===== config.mk =====
export PLATFORM = sky130hd
export DESIGN_NAME = c_escape_sequence_decoder_top
export DESIGN_NICKNAME = d
export VERILOG_FILES = /design/src/rtl/ced_pkg.sv /design/src/rtl/ced_front.sv /design/src/rtl/ced_queue.sv /design/src/rtl/ced_back.sv /design/src/rtl/c_escape_sequence_decoder_top.sv
export VERILOG_INCLUDE_DIRS = /design/src /design/src/rtl
export SDC_FILE = /design/constraint.sdc
export NUM_CORES = 1
export LEC_CHECK = 0
export BUFFER_PORTS_ARGS = -buffer_cell sky130_fd_sc_hd__buf_2
export CAP_MARGIN = 30
export CELL_PAD_IN_SITES_DETAIL_PLACEMENT = 0
export CELL_PAD_IN_SITES_GLOBAL_PLACEMENT = 2
export CORE_MARGIN = 2
export CORE_UTILIZATION = 42
export DETAILED_ROUTE_END_ITERATION = 16
export PLACE_DENSITY = 0.83
export SLEW_MARGIN = 20
export SYNTH_ARGS = -nofsm -noshare
export SYNTH_HDL_FRONTEND = slang
export SYNTH_SLANG_ARGS = --single-unit

===== constraint.sdc =====
create_clock -name clk -period 5.4 [get_ports clk]
set_input_delay 1.08 -clock clk [delete_from_list [all_inputs] [get_ports clk]]
set_output_delay 1.08 -clock clk [all_outputs]
set_load 0.02 [all_outputs]

===== src/rtl/c_escape_sequence_decoder_top_assert.svh =====
// ----------------------------------------------------------------------------
// Escape decoder assertion macros
// Shared concurrent assertion forms, clocked on clk and quiet during rst.
// ----------------------------------------------------------------------------
`ifndef C_ESCAPE_SEQUENCE_DECODER_TOP_ASSERT_SVH
`define C_ESCAPE_SEQUENCE_DECODER_TOP_ASSERT_SVH

// property that must hold at every clock edge out of reset
`define CED_ASSERT_ALWAYS(name, prop, msg) \
  name: assert property (@(posedge clk) disable iff (rst) (prop)) else $error(msg);

// condition that implies a consequence in the same cycle
`define CED_ASSERT_IMPL(name, ante, cons, msg) \
  name: assert property (@(posedge clk) disable iff (rst) (ante) |-> (cons)) else $error(msg);

// condition that implies a consequence in the next cycle
`define CED_ASSERT_NEXT(name, ante, cons, msg) \
  name: assert property (@(posedge clk) disable iff (rst) (ante) |=> (cons)) else $error(msg);

`endif


===== src/rtl/ced_pkg.sv =====
// ----------------------------------------------------------------------------
// Escape decoder package
// Character codes, result constants, queue entry type and digit decode.
// ----------------------------------------------------------------------------
`default_nettype none

package ced_pkg;

  // character codes
  localparam logic [7:0] CH_NUL    = 8'h00;
  localparam logic [7:0] CH_BSLASH = 8'h5C;
  localparam logic [7:0] CH_0      = 8'h30;
  localparam logic [7:0] CH_7      = 8'h37;
  localparam logic [7:0] CH_9      = 8'h39;
  localparam logic [7:0] CH_LA     = 8'h61;
  localparam logic [7:0] CH_LB     = 8'h62;
  localparam logic [7:0] CH_LE     = 8'h65;
  localparam logic [7:0] CH_LF     = 8'h66;
  localparam logic [7:0] CH_LN     = 8'h6E;
  localparam logic [7:0] CH_LR     = 8'h72;
  localparam logic [7:0] CH_LT     = 8'h74;
  localparam logic [7:0] CH_LV     = 8'h76;
  localparam logic [7:0] CH_LX     = 8'h78;
  localparam logic [7:0] CH_UA     = 8'h41;
  localparam logic [7:0] CH_UF     = 8'h46;

  // decoded single-letter escapes
  localparam logic [7:0] BYTE_BEL = 8'h07;
  localparam logic [7:0] BYTE_BS  = 8'h08;
  localparam logic [7:0] BYTE_ESC = 8'h1B;
  localparam logic [7:0] BYTE_FF  = 8'h0C;
  localparam logic [7:0] BYTE_LF  = 8'h0A;
  localparam logic [7:0] BYTE_CR  = 8'h0D;
  localparam logic [7:0] BYTE_TAB = 8'h09;
  localparam logic [7:0] BYTE_VT  = 8'h0B;

  // digit limits of numeric escapes
  localparam logic [1:0] OCT_DIGITS = 2'd3;
  localparam logic [1:0] HEX_DIGITS = 2'd2;

  // width of the shown length field
  localparam int unsigned SHOWN_BITS = 16;

  // one queue entry: the one or two results caused by one item
  typedef struct packed {
    logic [7:0] b0;
    logic       t0;
    logic       has1;
    logic [7:0] b1;
    logic       t1;
  } ced_entry_t;

  // digit decode: bit 4 is valid, bits 3:0 the value
  function automatic logic [4:0] digit_value(input logic [7:0] b);
    logic [7:0] off;
    logic [4:0] res;
    off = 8'h00;
    res = 5'h00;
    if (b >= CH_0 && b <= CH_9) begin
      off = b - CH_0;
      res = {1'b1, off[3:0]};
    end else if (b >= CH_LA && b <= CH_LF) begin
      off = b - CH_LA + 8'd10;
      res = {1'b1, off[3:0]};
    end else if (b >= CH_UA && b <= CH_UF) begin
      off = b - CH_UA + 8'd10;
      res = {1'b1, off[3:0]};
    end
    return res;
  endfunction

endpackage

`default_nettype wire


===== src/rtl/ced_front.sv =====
// ----------------------------------------------------------------------------
// Escape decoder front end
// Accepts raw bytes, tracks escape and number state, and pushes the results
// each item causes as one queue entry.
// ----------------------------------------------------------------------------
`default_nettype none

module ced_front import ced_pkg::*; (
  input  logic       clk,
  input  logic       rst,
  input  logic       in_valid,
  output logic       in_ready,
  input  logic [7:0] in_byte,
  input  logic       end_mark,
  input  logic       q_full,
  output logic       push,
  output ced_entry_t entry
);

  typedef enum logic [1:0] {
    PH_TEXT   = 2'd0,
    PH_ESCAPE = 2'd1,
    PH_NUMBER = 2'd2
  } phase_t;

  phase_t     phase, phase_next;
  logic       hex_base, hex_base_next;
  logic [1:0] digits, digits_next;
  logic [7:0] acc, acc_next;

  logic       accept;
  logic       emit0;

  assign in_ready = !q_full;
  assign accept   = in_valid && in_ready;
  assign push     = accept && emit0;

  // decode of one item
  always_comb begin
    logic       is_end;
    logic       as_text;
    logic [4:0] dv;
    logic       dig_ok;
    logic [7:0] acc_dig;
    logic [1:0] dig_inc;
    is_end        = end_mark || (in_byte == CH_NUL);
    as_text       = 1'b1;
    dv            = digit_value(in_byte);
    dig_ok        = !is_end && dv[4] && (hex_base || !dv[3]);
    acc_dig       = hex_base ? {acc[3:0], dv[3:0]} : {acc[4:0], dv[2:0]};
    dig_inc       = digits + 2'd1;
    phase_next    = phase;
    hex_base_next = hex_base;
    digits_next   = digits;
    acc_next      = acc;
    emit0         = 1'b0;
    entry         = '0;

    unique case (phase)
      PH_NUMBER: begin
        if (dig_ok) begin
          as_text     = 1'b0;
          acc_next    = acc_dig;
          digits_next = dig_inc;
          if (dig_inc >= (hex_base ? HEX_DIGITS : OCT_DIGITS)) begin
            emit0      = 1'b1;
            entry.b0   = acc_dig;
            phase_next = PH_TEXT;
          end
        end else begin
          // pending number goes out before the byte is handled as text
          emit0      = 1'b1;
          entry.b0   = acc;
          phase_next = PH_TEXT;
        end
      end
      PH_ESCAPE: begin
        phase_next = PH_TEXT;
        if (!is_end) begin
          as_text = 1'b0;
          case (in_byte)
            CH_LA: begin emit0 = 1'b1; entry.b0 = BYTE_BEL; end
            CH_LB: begin emit0 = 1'b1; entry.b0 = BYTE_BS;  end
            CH_LE: begin emit0 = 1'b1; entry.b0 = BYTE_ESC; end
            CH_LF: begin emit0 = 1'b1; entry.b0 = BYTE_FF;  end
            CH_LN: begin emit0 = 1'b1; entry.b0 = BYTE_LF;  end
            CH_LR: begin emit0 = 1'b1; entry.b0 = BYTE_CR;  end
            CH_LT: begin emit0 = 1'b1; entry.b0 = BYTE_TAB; end
            CH_LV: begin emit0 = 1'b1; entry.b0 = BYTE_VT;  end
            CH_LX: begin
              phase_next    = PH_NUMBER;
              hex_base_next = 1'b1;
              acc_next      = 8'h00;
              digits_next   = 2'd0;
            end
            default: begin
              if (in_byte >= CH_0 && in_byte <= CH_7) begin
                phase_next    = PH_NUMBER;
                hex_base_next = 1'b0;
                acc_next      = {5'b0, dv[2:0]};
                digits_next   = 2'd1;
              end else begin
                emit0    = 1'b1;
                entry.b0 = in_byte;
              end
            end
          endcase
        end
      end
      default: ;
    endcase

    // plain text handling, possibly as the second result
    if (as_text) begin
      if (is_end) begin
        if (emit0) begin
          entry.has1 = 1'b1;
          entry.t1   = 1'b1;
        end else begin
          emit0    = 1'b1;
          entry.t0 = 1'b1;
        end
        phase_next    = PH_TEXT;
        hex_base_next = 1'b0;
        digits_next   = 2'd0;
        acc_next      = 8'h00;
      end else if (in_byte == CH_BSLASH) begin
        phase_next = PH_ESCAPE;
      end else if (emit0) begin
        entry.has1 = 1'b1;
        entry.b1   = in_byte;
      end else begin
        emit0    = 1'b1;
        entry.b0 = in_byte;
      end
    end
  end

  // decode state
  always_ff @(posedge clk) begin
    if (rst) begin
      phase    <= PH_TEXT;
      hex_base <= 1'b0;
      digits   <= 2'd0;
      acc      <= 8'h00;
    end else if (accept) begin
      phase    <= phase_next;
      hex_base <= hex_base_next;
      digits   <= digits_next;
      acc      <= acc_next;
    end
  end

endmodule

`default_nettype wire


===== src/rtl/ced_queue.sv =====
// ----------------------------------------------------------------------------
// Escape decoder result queue
// Small register queue of result entries between front and back end.
// ----------------------------------------------------------------------------
`default_nettype none

module ced_queue import ced_pkg::*; #(
  parameter int unsigned DEPTH = 4
) (
  input  logic       clk,
  input  logic       rst,
  input  logic       push,
  input  ced_entry_t push_data,
  output logic       full,
  input  logic       pop,
  output logic       head_valid,
  output ced_entry_t head
);

  localparam int unsigned AW = $clog2(DEPTH);
  localparam int unsigned CW = $clog2(DEPTH + 1);

  ced_entry_t    mem [DEPTH];
  logic [AW-1:0] wr_ptr, rd_ptr;
  logic [CW-1:0] count;

  assign full       = (count == CW'(DEPTH));
  assign head_valid = (count != '0);
  assign head       = mem[rd_ptr];

  // entry storage
  always_ff @(posedge clk) begin
    if (push) begin
      mem[wr_ptr] <= push_data;
    end
  end

  // pointers and fill count
  always_ff @(posedge clk) begin
    if (rst) begin
      wr_ptr <= '0;
      rd_ptr <= '0;
      count  <= '0;
    end else begin
      if (push) begin
        wr_ptr <= (wr_ptr == AW'(DEPTH - 1)) ? '0 : wr_ptr + 1'b1;
      end
      if (pop) begin
        rd_ptr <= (rd_ptr == AW'(DEPTH - 1)) ? '0 : rd_ptr + 1'b1;
      end
      if (push && !pop) begin
        count <= count + 1'b1;
      end else if (pop && !push) begin
        count <= count - 1'b1;
      end
    end
  end

endmodule

`default_nettype wire


===== src/rtl/ced_back.sv =====
// ----------------------------------------------------------------------------
// Escape decoder back end
// Drains queue entries one result at a time, counts decoded bytes and holds
// the output register.
// ----------------------------------------------------------------------------
`default_nettype none

`include "c_escape_sequence_decoder_top_assert.svh"

module ced_back import ced_pkg::*; #(
  parameter int unsigned LENGTH_BITS = 16
) (
  input  logic        clk,
  input  logic        rst,
  input  logic        q_valid,
  input  ced_entry_t  q_head,
  output logic        q_pop,
  output logic        m_tvalid,
  input  logic        m_tready,
  output logic [23:0] m_tdata,
  output logic        m_tuser,
  output logic        m_tlast
);

  localparam int unsigned WW = LENGTH_BITS + SHOWN_BITS;

  logic                   slot;
  logic [LENGTH_BITS-1:0] cnt;
  logic                   load;
  logic [7:0]             cur_byte;
  logic                   cur_term;
  logic                   cur_last;
  logic [LENGTH_BITS-1:0] cnt_inc;
  logic [LENGTH_BITS-1:0] cnt_new;
  logic [WW-1:0]          cnt_wide;
  logic [SHOWN_BITS-1:0]  shown;

  // pick the current result of the head entry
  assign cur_byte = slot ? q_head.b1 : q_head.b0;
  assign cur_term = slot ? q_head.t1 : q_head.t0;
  assign cur_last = slot || !q_head.has1;
  assign load     = q_valid && (!m_tvalid || m_tready);
  assign q_pop    = load && cur_last;

  // saturating length, shown clipped to the field width
  assign cnt_inc  = (cnt == '1) ? cnt : cnt + 1'b1;
  assign cnt_new  = cur_term ? cnt : cnt_inc;
  assign cnt_wide = WW'(cnt_new);
  assign shown    = (cnt_wide > WW'({SHOWN_BITS{1'b1}})) ? '1 : cnt_wide[SHOWN_BITS-1:0];

  // control state
  always_ff @(posedge clk) begin
    if (rst) begin
      slot     <= 1'b0;
      cnt      <= '0;
      m_tvalid <= 1'b0;
    end else begin
      if (load) begin
        slot     <= !cur_last;
        cnt      <= cur_term ? '0 : cnt_new;
        m_tvalid <= 1'b1;
      end else if (m_tready) begin
        m_tvalid <= 1'b0;
      end
    end
  end

  // output payload
  always_ff @(posedge clk) begin
    if (load) begin
      m_tdata <= {shown, cur_term ? 8'h00 : cur_byte};
      m_tuser <= cur_term;
      m_tlast <= cur_last;
    end
  end

  `CED_ASSERT_IMPL(a_term, m_tvalid && m_tuser, m_tlast && ~|m_tdata[7:0], "bad terminator item")
  `CED_ASSERT_NEXT(a_term_clears, load && cur_term, cnt == '0, "length kept after terminator")
  `CED_ASSERT_IMPL(a_second_slot, slot, q_valid && q_head.has1, "second slot without entry")

endmodule

`default_nettype wire


===== src/rtl/c_escape_sequence_decoder_top.sv =====
// Escape string decoder. Raw string bytes enter on the s_ side, one item per
// cycle while s_tready is high; s_tlast marks the end of a string (a zero
// byte ends it too). Decoded bytes leave on the m_ side; each string closes
// with a terminator item (m_tuser high) carrying the decoded length, and
// m_tlast marks the last result caused by one input item. The front end
// writes the results of each accepted item, if any, as one entry of a
// QUEUE_DEPTH entry queue; the back end drains one result per cycle, while
// m_tready allows, from the queue into the output register. With m_tready
// high the rate is one item per cycle, but an item with two results needs an
// output transfer for each. s_tready drops only while the queue is full.
// ----------------------------------------------------------------------------
// Escape string decoder top level
// Front end decode, result queue and back end output stage.
// ----------------------------------------------------------------------------
`default_nettype none

module c_escape_sequence_decoder_top import ced_pkg::*; #(
  parameter int unsigned LENGTH_BITS = 16,
  parameter int unsigned QUEUE_DEPTH = 4
) (
  input  logic        clk,
  input  logic        rst,
  input  logic        s_tvalid,
  output logic        s_tready,
  input  logic [7:0]  s_tdata,   // [7:0] in_byte
  input  logic        s_tlast,   // end_mark
  output logic        m_tvalid,
  input  logic        m_tready,
  output logic [23:0] m_tdata,   // [7:0] out_byte, [23:8] decoded_length
  output logic        m_tuser,   // is_terminator
  output logic        m_tlast    // run_last
);

  logic       q_full;
  logic       push;
  ced_entry_t push_data;
  logic       q_valid;
  ced_entry_t q_head;
  logic       q_pop;

  // decode front end
  ced_front u_front (
    .clk      (clk),
    .rst      (rst),
    .in_valid (s_tvalid),
    .in_ready (s_tready),
    .in_byte  (s_tdata),
    .end_mark (s_tlast),
    .q_full   (q_full),
    .push     (push),
    .entry    (push_data)
  );

  // result queue
  ced_queue #(
    .DEPTH (QUEUE_DEPTH)
  ) u_queue (
    .clk        (clk),
    .rst        (rst),
    .push       (push),
    .push_data  (push_data),
    .full       (q_full),
    .pop        (q_pop),
    .head_valid (q_valid),
    .head       (q_head)
  );

  // output back end
  ced_back #(
    .LENGTH_BITS (LENGTH_BITS)
  ) u_back (
    .clk      (clk),
    .rst      (rst),
    .q_valid  (q_valid),
    .q_head   (q_head),
    .q_pop    (q_pop),
    .m_tvalid (m_tvalid),
    .m_tready (m_tready),
    .m_tdata  (m_tdata),
    .m_tuser  (m_tuser),
    .m_tlast  (m_tlast)
  );

endmodule

`default_nettype wire


# --- Yosys cells after proc, flatten, opt, wreduce, memory -nomap -nowiden ---
# Memory sizes are Yosys's and may differ from the RTL's. A register that Yosys moved wholly into a read port is not among the register bits.
# Cells that the tools add are included.
word_totals:
  in_bits: 13
  elab_cells: 159
  mem_bits_rw: 76
  output_inout_bits: 28
  regBits: 64
  mem_count: 1
op_classes:
  mux: 79
  order_cmp: 9
  n_eq_ne: 16
  n_addsub: 11
  n_reduce_logical: 29
memory_table:
  columns: ["name", "depth", "width", "rd", "rd_ports_with_merged_regs", "write_ports", "line", "text"]
  rows:
  - ["u_queue.mem", 4, 19, 1, 1, 1, "ced_queue.sv:23", "ced_entry_t mem [DEPTH];"]
ops:
  columns: ["cell", "count"]
  rows:
  - ["$mux 8", 15]
  - ["$eq 8x7->1 const B", 10]
  - ["$pmux 8 s9", 1]
  - ["$mux 16", 3]
  - ["$pmux 8 s2", 3]
  - ["$mux 2", 16]
  - ["$mux 1", 25]
  - ["$mux 19", 1]
  - ["$mux 9", 2]
  - ["$add 16x1->16 const B", 1]
  - ["$eq 16x16->1 const B", 1]
  - ["$ge 8x7->1 const B", 2]
  - ["$gt 16x16->1 const B", 1]
  - ["$le 8x6->1 const B", 2]
  - ["$le 8x7->1 const B", 2]
  - ["$pmux 2 s2", 4]
  - ["$mux 5", 3]
  - ["$logic_and 1x1->1", 12]
  - ["$sub 4x1->4 const B", 3]
  - ["$add 4x4->4 const B", 2]
  - ["$ge 8x6->1 const B", 1]
  - ["$logic_not 1->1", 8]
  - ["$logic_not 8->1", 1]
  - ["$pmux 1 s2", 4]
  - ["other kinds (12)", 21]

# --- Longest topological paths before layout ---
logic_depth:
  word_depth: 18
  ltp_mapped: 15
  depth_no_buf: 14

# --- Cells and area by module ---
# From an unflattened synthesis, not the netlist that was laid out.
unflattened:
  cells_unflattened: 606
  hier_area_um2: 7378.3
by_module_without_submodules:
  columns: ["module", "seq_area_each_um2", "cells_each", "instances", "area_each_um2"]
  rows:
  - ["ced_queue", 2462.4, 143, 1, 3226.8]
  - ["ced_back", 1141.1, 209, 1, 2267.2]
  - ["ced_front", 260.2, 254, 1, 1884.3]

# --- Worst setup path after synthesis ---
# No wires, ideal clock.
synth_path:
  path_kind: "input port to flip-flop"
  from: "input s_tdata[0]"
  to: "register u_queue.count[2]"
  setup_slack_ps: 1133
  n_path_buf: 2
  arrival_time_ps: 4196
  cell_stages: 15
  required_time_ps: 5329
  setup_time_ps: 71
  cell_sequence: "clkbuf_1 -> inv_1 -> ha_1 -> clkbuf_1 -> a41oi_1 -> nand2_1 -> nor2_1 -> o21bai_1 -> a21oi_2 -> ha_1 -> inv_1 -> fa_1 -> xor2_1 -> or3_1 -> a21oi_1"
synth_via:
  elab_chain_cells: 17
  elab_cells_between_ends: 54
  cone_classes: "add/sub (5); order compare (7); eq/ne (10); mux (15); reduce/logical (17)"
synth_rtl:
  columns: ["element", "line", "text"]
  rows:
  - ["start, declared", "c_escape_sequence_decoder_top.sv:25", "input logic [7:0] s_tdata,"]
  - ["$sub 4x1->4, or another cell as far along", "ced_pkg.sv:63, ced_pkg.sv:66", null]
  - ["$add 4x4->4 or $logic_and 1x1->1 (tied branches)", "ced_pkg.sv:63, ced_pkg.sv:66, ced_pkg.sv:65", null]
  - ["$mux 5", "ced_pkg.sv:65", "end else if (b >= CH_UA && b <= CH_UF) begin"]
  - ["$mux 5", "ced_pkg.sv:62", "end else if (b >= CH_LA && b <= CH_LF) begin"]
  - ["$mux 5", "ced_pkg.sv:59", "if (b >= CH_0 && b <= CH_9) begin"]
  - ["$logic_not 1->1", "ced_front.sv:49", "dig_ok = !is_end && dv[4] && (hex_base || !dv[3]);"]
  - ["$logic_or 1x1->1", "ced_front.sv:49", null]
  - ["$logic_and 1x1->1", "ced_front.sv:49", null]
  - ["[2 not listed]", null, null]
  - ["$mux 1", "ced_front.sv:127", "end else if (in_byte == CH_BSLASH) begin"]
  - ["$mux 1", "ced_front.sv:115", "if (is_end) begin"]
  - ["$mux 1 *", "ced_front.sv:114", "if (as_text) begin"]
  - ["$logic_and 1x1->1 *", "ced_front.sv:36", "assign push = accept && emit0;"]
  - ["net push", "c_escape_sequence_decoder_top.sv:35", "logic push;"]
  - ["$logic_not 1->1", "ced_queue.sv:53", "end else if (pop && !push) begin"]
  - ["$logic_and 1x1->1", "ced_queue.sv:53", null]
  - ["$reduce_bool 2->1 (no line)", null, null]
  - ["end signal, assigned", "ced_queue.sv:52", "count <= count + 1'b1;"]
  - ["end signal, assigned", "ced_queue.sv:54", "count <= count - 1'b1;"]
  - ["end, declared", "ced_queue.sv:25", "logic [CW-1:0] count;"]
# Mark *: on every way through the listed nets, which the timed path passes. The rest lies on a longest branch.
# A chain may end at the register's enable or synchronous reset.

# --- Worst setup path in the final report ---
# Ends and elaborated chain as after synthesis.

==> flow_summary.ini <==
[floorplanning]
chipHeight_um = 133
row_count = 47
core_um2 = 16400
die_area_um2 = 17700
initial_core_util = 0.426
die_w_um = 133
io-pin-count = 41

[route]
drt_iter0_drc = 410
dr.pass1.iters = 5
wl_per_cell_um = 17.9
via_per_inst = 5.65
drc = 0
drt_wl_total_um = 15400
routed-via-count = 4885
antenna_left = 0

[clock_tree]
path_clk_slew_ps = 60
cts.path.max_buffers = 2
cts_buffers = 17
post_cts_buffers = 0
htree_levels = 4
cts_tree = done
cts_resized = 0
cts_sinks = 142
insertion_delay_ps = 420
cts_root_buf = clkbuf_16
holdBufCountCts = 0

[logic_synthesis]
postSynthCellCount = 595
synth_flop_cell = edfxtp_1
ys_ff_latch = 142
synthArstFlopShare = 0
yosys.area.top_type = edfxtp_1
synth-warning-count = 0
ys_types = 72
synthTopCellsByCount = edfxtp_1, nand2_1, nor2_1, dfxtp_1, a21oi_1
avgSynthCellArea_um2 = 11.8
synth_seq_area_share = 0.552
synth-edff-count = 102
synth_top_cell_area_share = 0.438
syn-num-nets = 625
syn-cell-area_um2 = 6990
synth_area_leaders = edfxtp_1, dfxtp_1, mux4_2
yosysMostFrequentCell = edfxtp_1

[worst_hold_path]
holdPathStages = 2
min_path_type = reg2reg
hold_path_end = u_back.m_tvalid
min-delay-start = u_back.m_tvalid

[global_routing]
overflow = 0
grt_antenna_before_repair = 0
met3_usage = 0.0418
grt_pass1_wl_um = 25400
grt-busiest-layer = met2
grt.met2_usage = 0.291
grt_max_degree = 40
grt_use_met1 = 0.243
first_global_vias = 4865
grt_usage = 0.185

[placement]
preCtsSetupSlack_ps = 765
place_congestion = 0.879
port_buffers = 40
dp_hpwl_um = 10500

[layout]
layout.nets = 661
drive_gt1_frac = 0.172
n_fill_cell = 1467
antenna_cells = 0
multi_input_area_um2 = 2920
syn2layout_area_growth_pct = 14.4
register_area_um2 = 3860

[sta]
worst_slew_pin_slew_ps = 844
setup-tns-final_ps = 0
finalWorstSetupSlack_ps = 1120
slew_violations = 0
fin_skew_ps = 8.63
finalHoldViolCount = 0
timing.final.crit_share = 0.793
clock.fmax_mhz = 234
rsz0062_at_grt = false
slew_headroom = 0.432
fin_crit_ps = 4280
setup_viol = 0

[run]
drv_cap = 0

[run_status]
outcome = finished, final reports clean

[setup_path]
r2r_slack_ps = 1950
max_stage_delay_ps = 610
worstRegToRegCells = 7
reg2reg_to = u_back.m_tdata[22]
crit_fanout = 11
crit_arrival_ps = 4630
critPathRequiredTime_ps = 5750
slowest_stage = a41oi_1
crit_chain = buf_2 > inv_1 > ha_1 > a41oi_1 > nand2_1 > nor2_1 > o21bai_1 > a21oi_2 > ha_1 > inv_1 > fa_1 > xor2_1 > or3_1 > a21oi_1
endpoint_kind = flop
start_kind = input port
path_class = in2reg

[pwr]
totalPowerFinal_uw = 3570
ir_drop_v = 0.000245
powerDensity_nw_per_um2 = 447
power_leakage_uw = 0.00273
## final cells by class
cell class / instances / area share
Clock inverter: 15 / 0.0203
Timing Repair Buffer: 49 / 0.0339
Sequential cell: 142 / 0.483
Inverter: 21 / 0.00985
Multi-Input combinational cell: 400 / 0.365
Clock buffer: 17 / 0.0532
Tap cell: 220 / 0.0344
## kinds of logic after synthesis
group | share of synthesized area
XOR/XNOR | 0.0225
buffers and inverters | 0.0297
AO/OA/AOI/OAI | 0.132
adder cells (fa/ha/maj) | 0.0315
AND/OR/NAND/NOR | 0.138
flip-flops | 0.552
multiplexers | 0.0936
## state kept, by name, summed over array words and instances (netlist names), named ones only
register and count:
u_back.m_tvalid 1, u_front.acc 8, u_back.slot 1, u_front.digits 2
u_queue.wr_ptr 2, u_back.cnt 16, u_queue.count 3, u_back.m_tdata 24
u_front.hex_base 1, u_front.phase 2, u_back.m_tuser 1, u_queue.mem 76
u_queue.rd_ptr 2, u_back.m_tlast 1
## power breakdown
group | internal [uW] | total, uW | switching (uW)
logic | 356 | 922 | 566
registers | 1400 | 1500 | 99.7
clock network | 685 | 1160 | 471
## cells in the final DEF (no fill, tap or decap), types with 10 or more instances in the layout
cell | synthesis | final
a21oi_1 | 32 | 32
a31oi_1 | 10 | 10
and2_1 | 16 | 16
buf_2 | 1 | 40
clkbuf_16 | 0 | 17
dfxtp_1 | 40 | 40
edfxtp_1 | 102 | 102
ha_1 | 16 | 16
inv_1 | 19 | 19
mux2i_1 | 17 | 17
mux4_2 | 19 | 19
nand2_1 | 47 | 47
nand3_1 | 13 | 13
nor2_1 | 47 | 47
nor3_1 | 16 | 16
o21ai_0 | 16 | 16
or3_1 | 10 | 10
xnor2_1 | 12 | 12
## per-stage QoR
stage	instances	hold WS, ps	instance area [um2]	utilization
floorplan	595	433	6990	-
global placement	831	446	7400	0.451
detailed placement	831	451	7400	0.451
CTS	863	463	7990	0.487
global route	864	488	8000	0.488
finish	864	464	8000	0.488
## worst max-delay path by stage
stage               startpoint          endpoint  cells past startpoint
floorplan           s_tdata[0]  u_queue.count[2]                     15
global placement    s_tdata[0]  u_queue.count[2]                     14
detailed placement  s_tdata[0]  u_queue.count[2]                     14
CTS                 s_tdata[0]  u_queue.count[2]                     14
global route        s_tdata[0]  u_queue.count[2]                     14
finish              s_tdata[0]  u_queue.count[2]                     14
## worst max-delay path: cells and delay by family
kind	cells	cell delay [ps]
AND/OR/NAND/NOR	3	770
buffers and inverters	3	380
adder cells (fa/ha/maj)	3	990
XOR/XNOR	1	170
AO/OA/AOI/OAI	4	1220
## per-layer routing
layer	part of all wire	routed length (um)	vias up
met1	0.45	6980	2365
met2	0.47	7280	140
met3	0.044	682	38
li1	-	-	2342
met5	0	0	-
met4	0.032	490	0
Power figures use the tool's default switching activity.
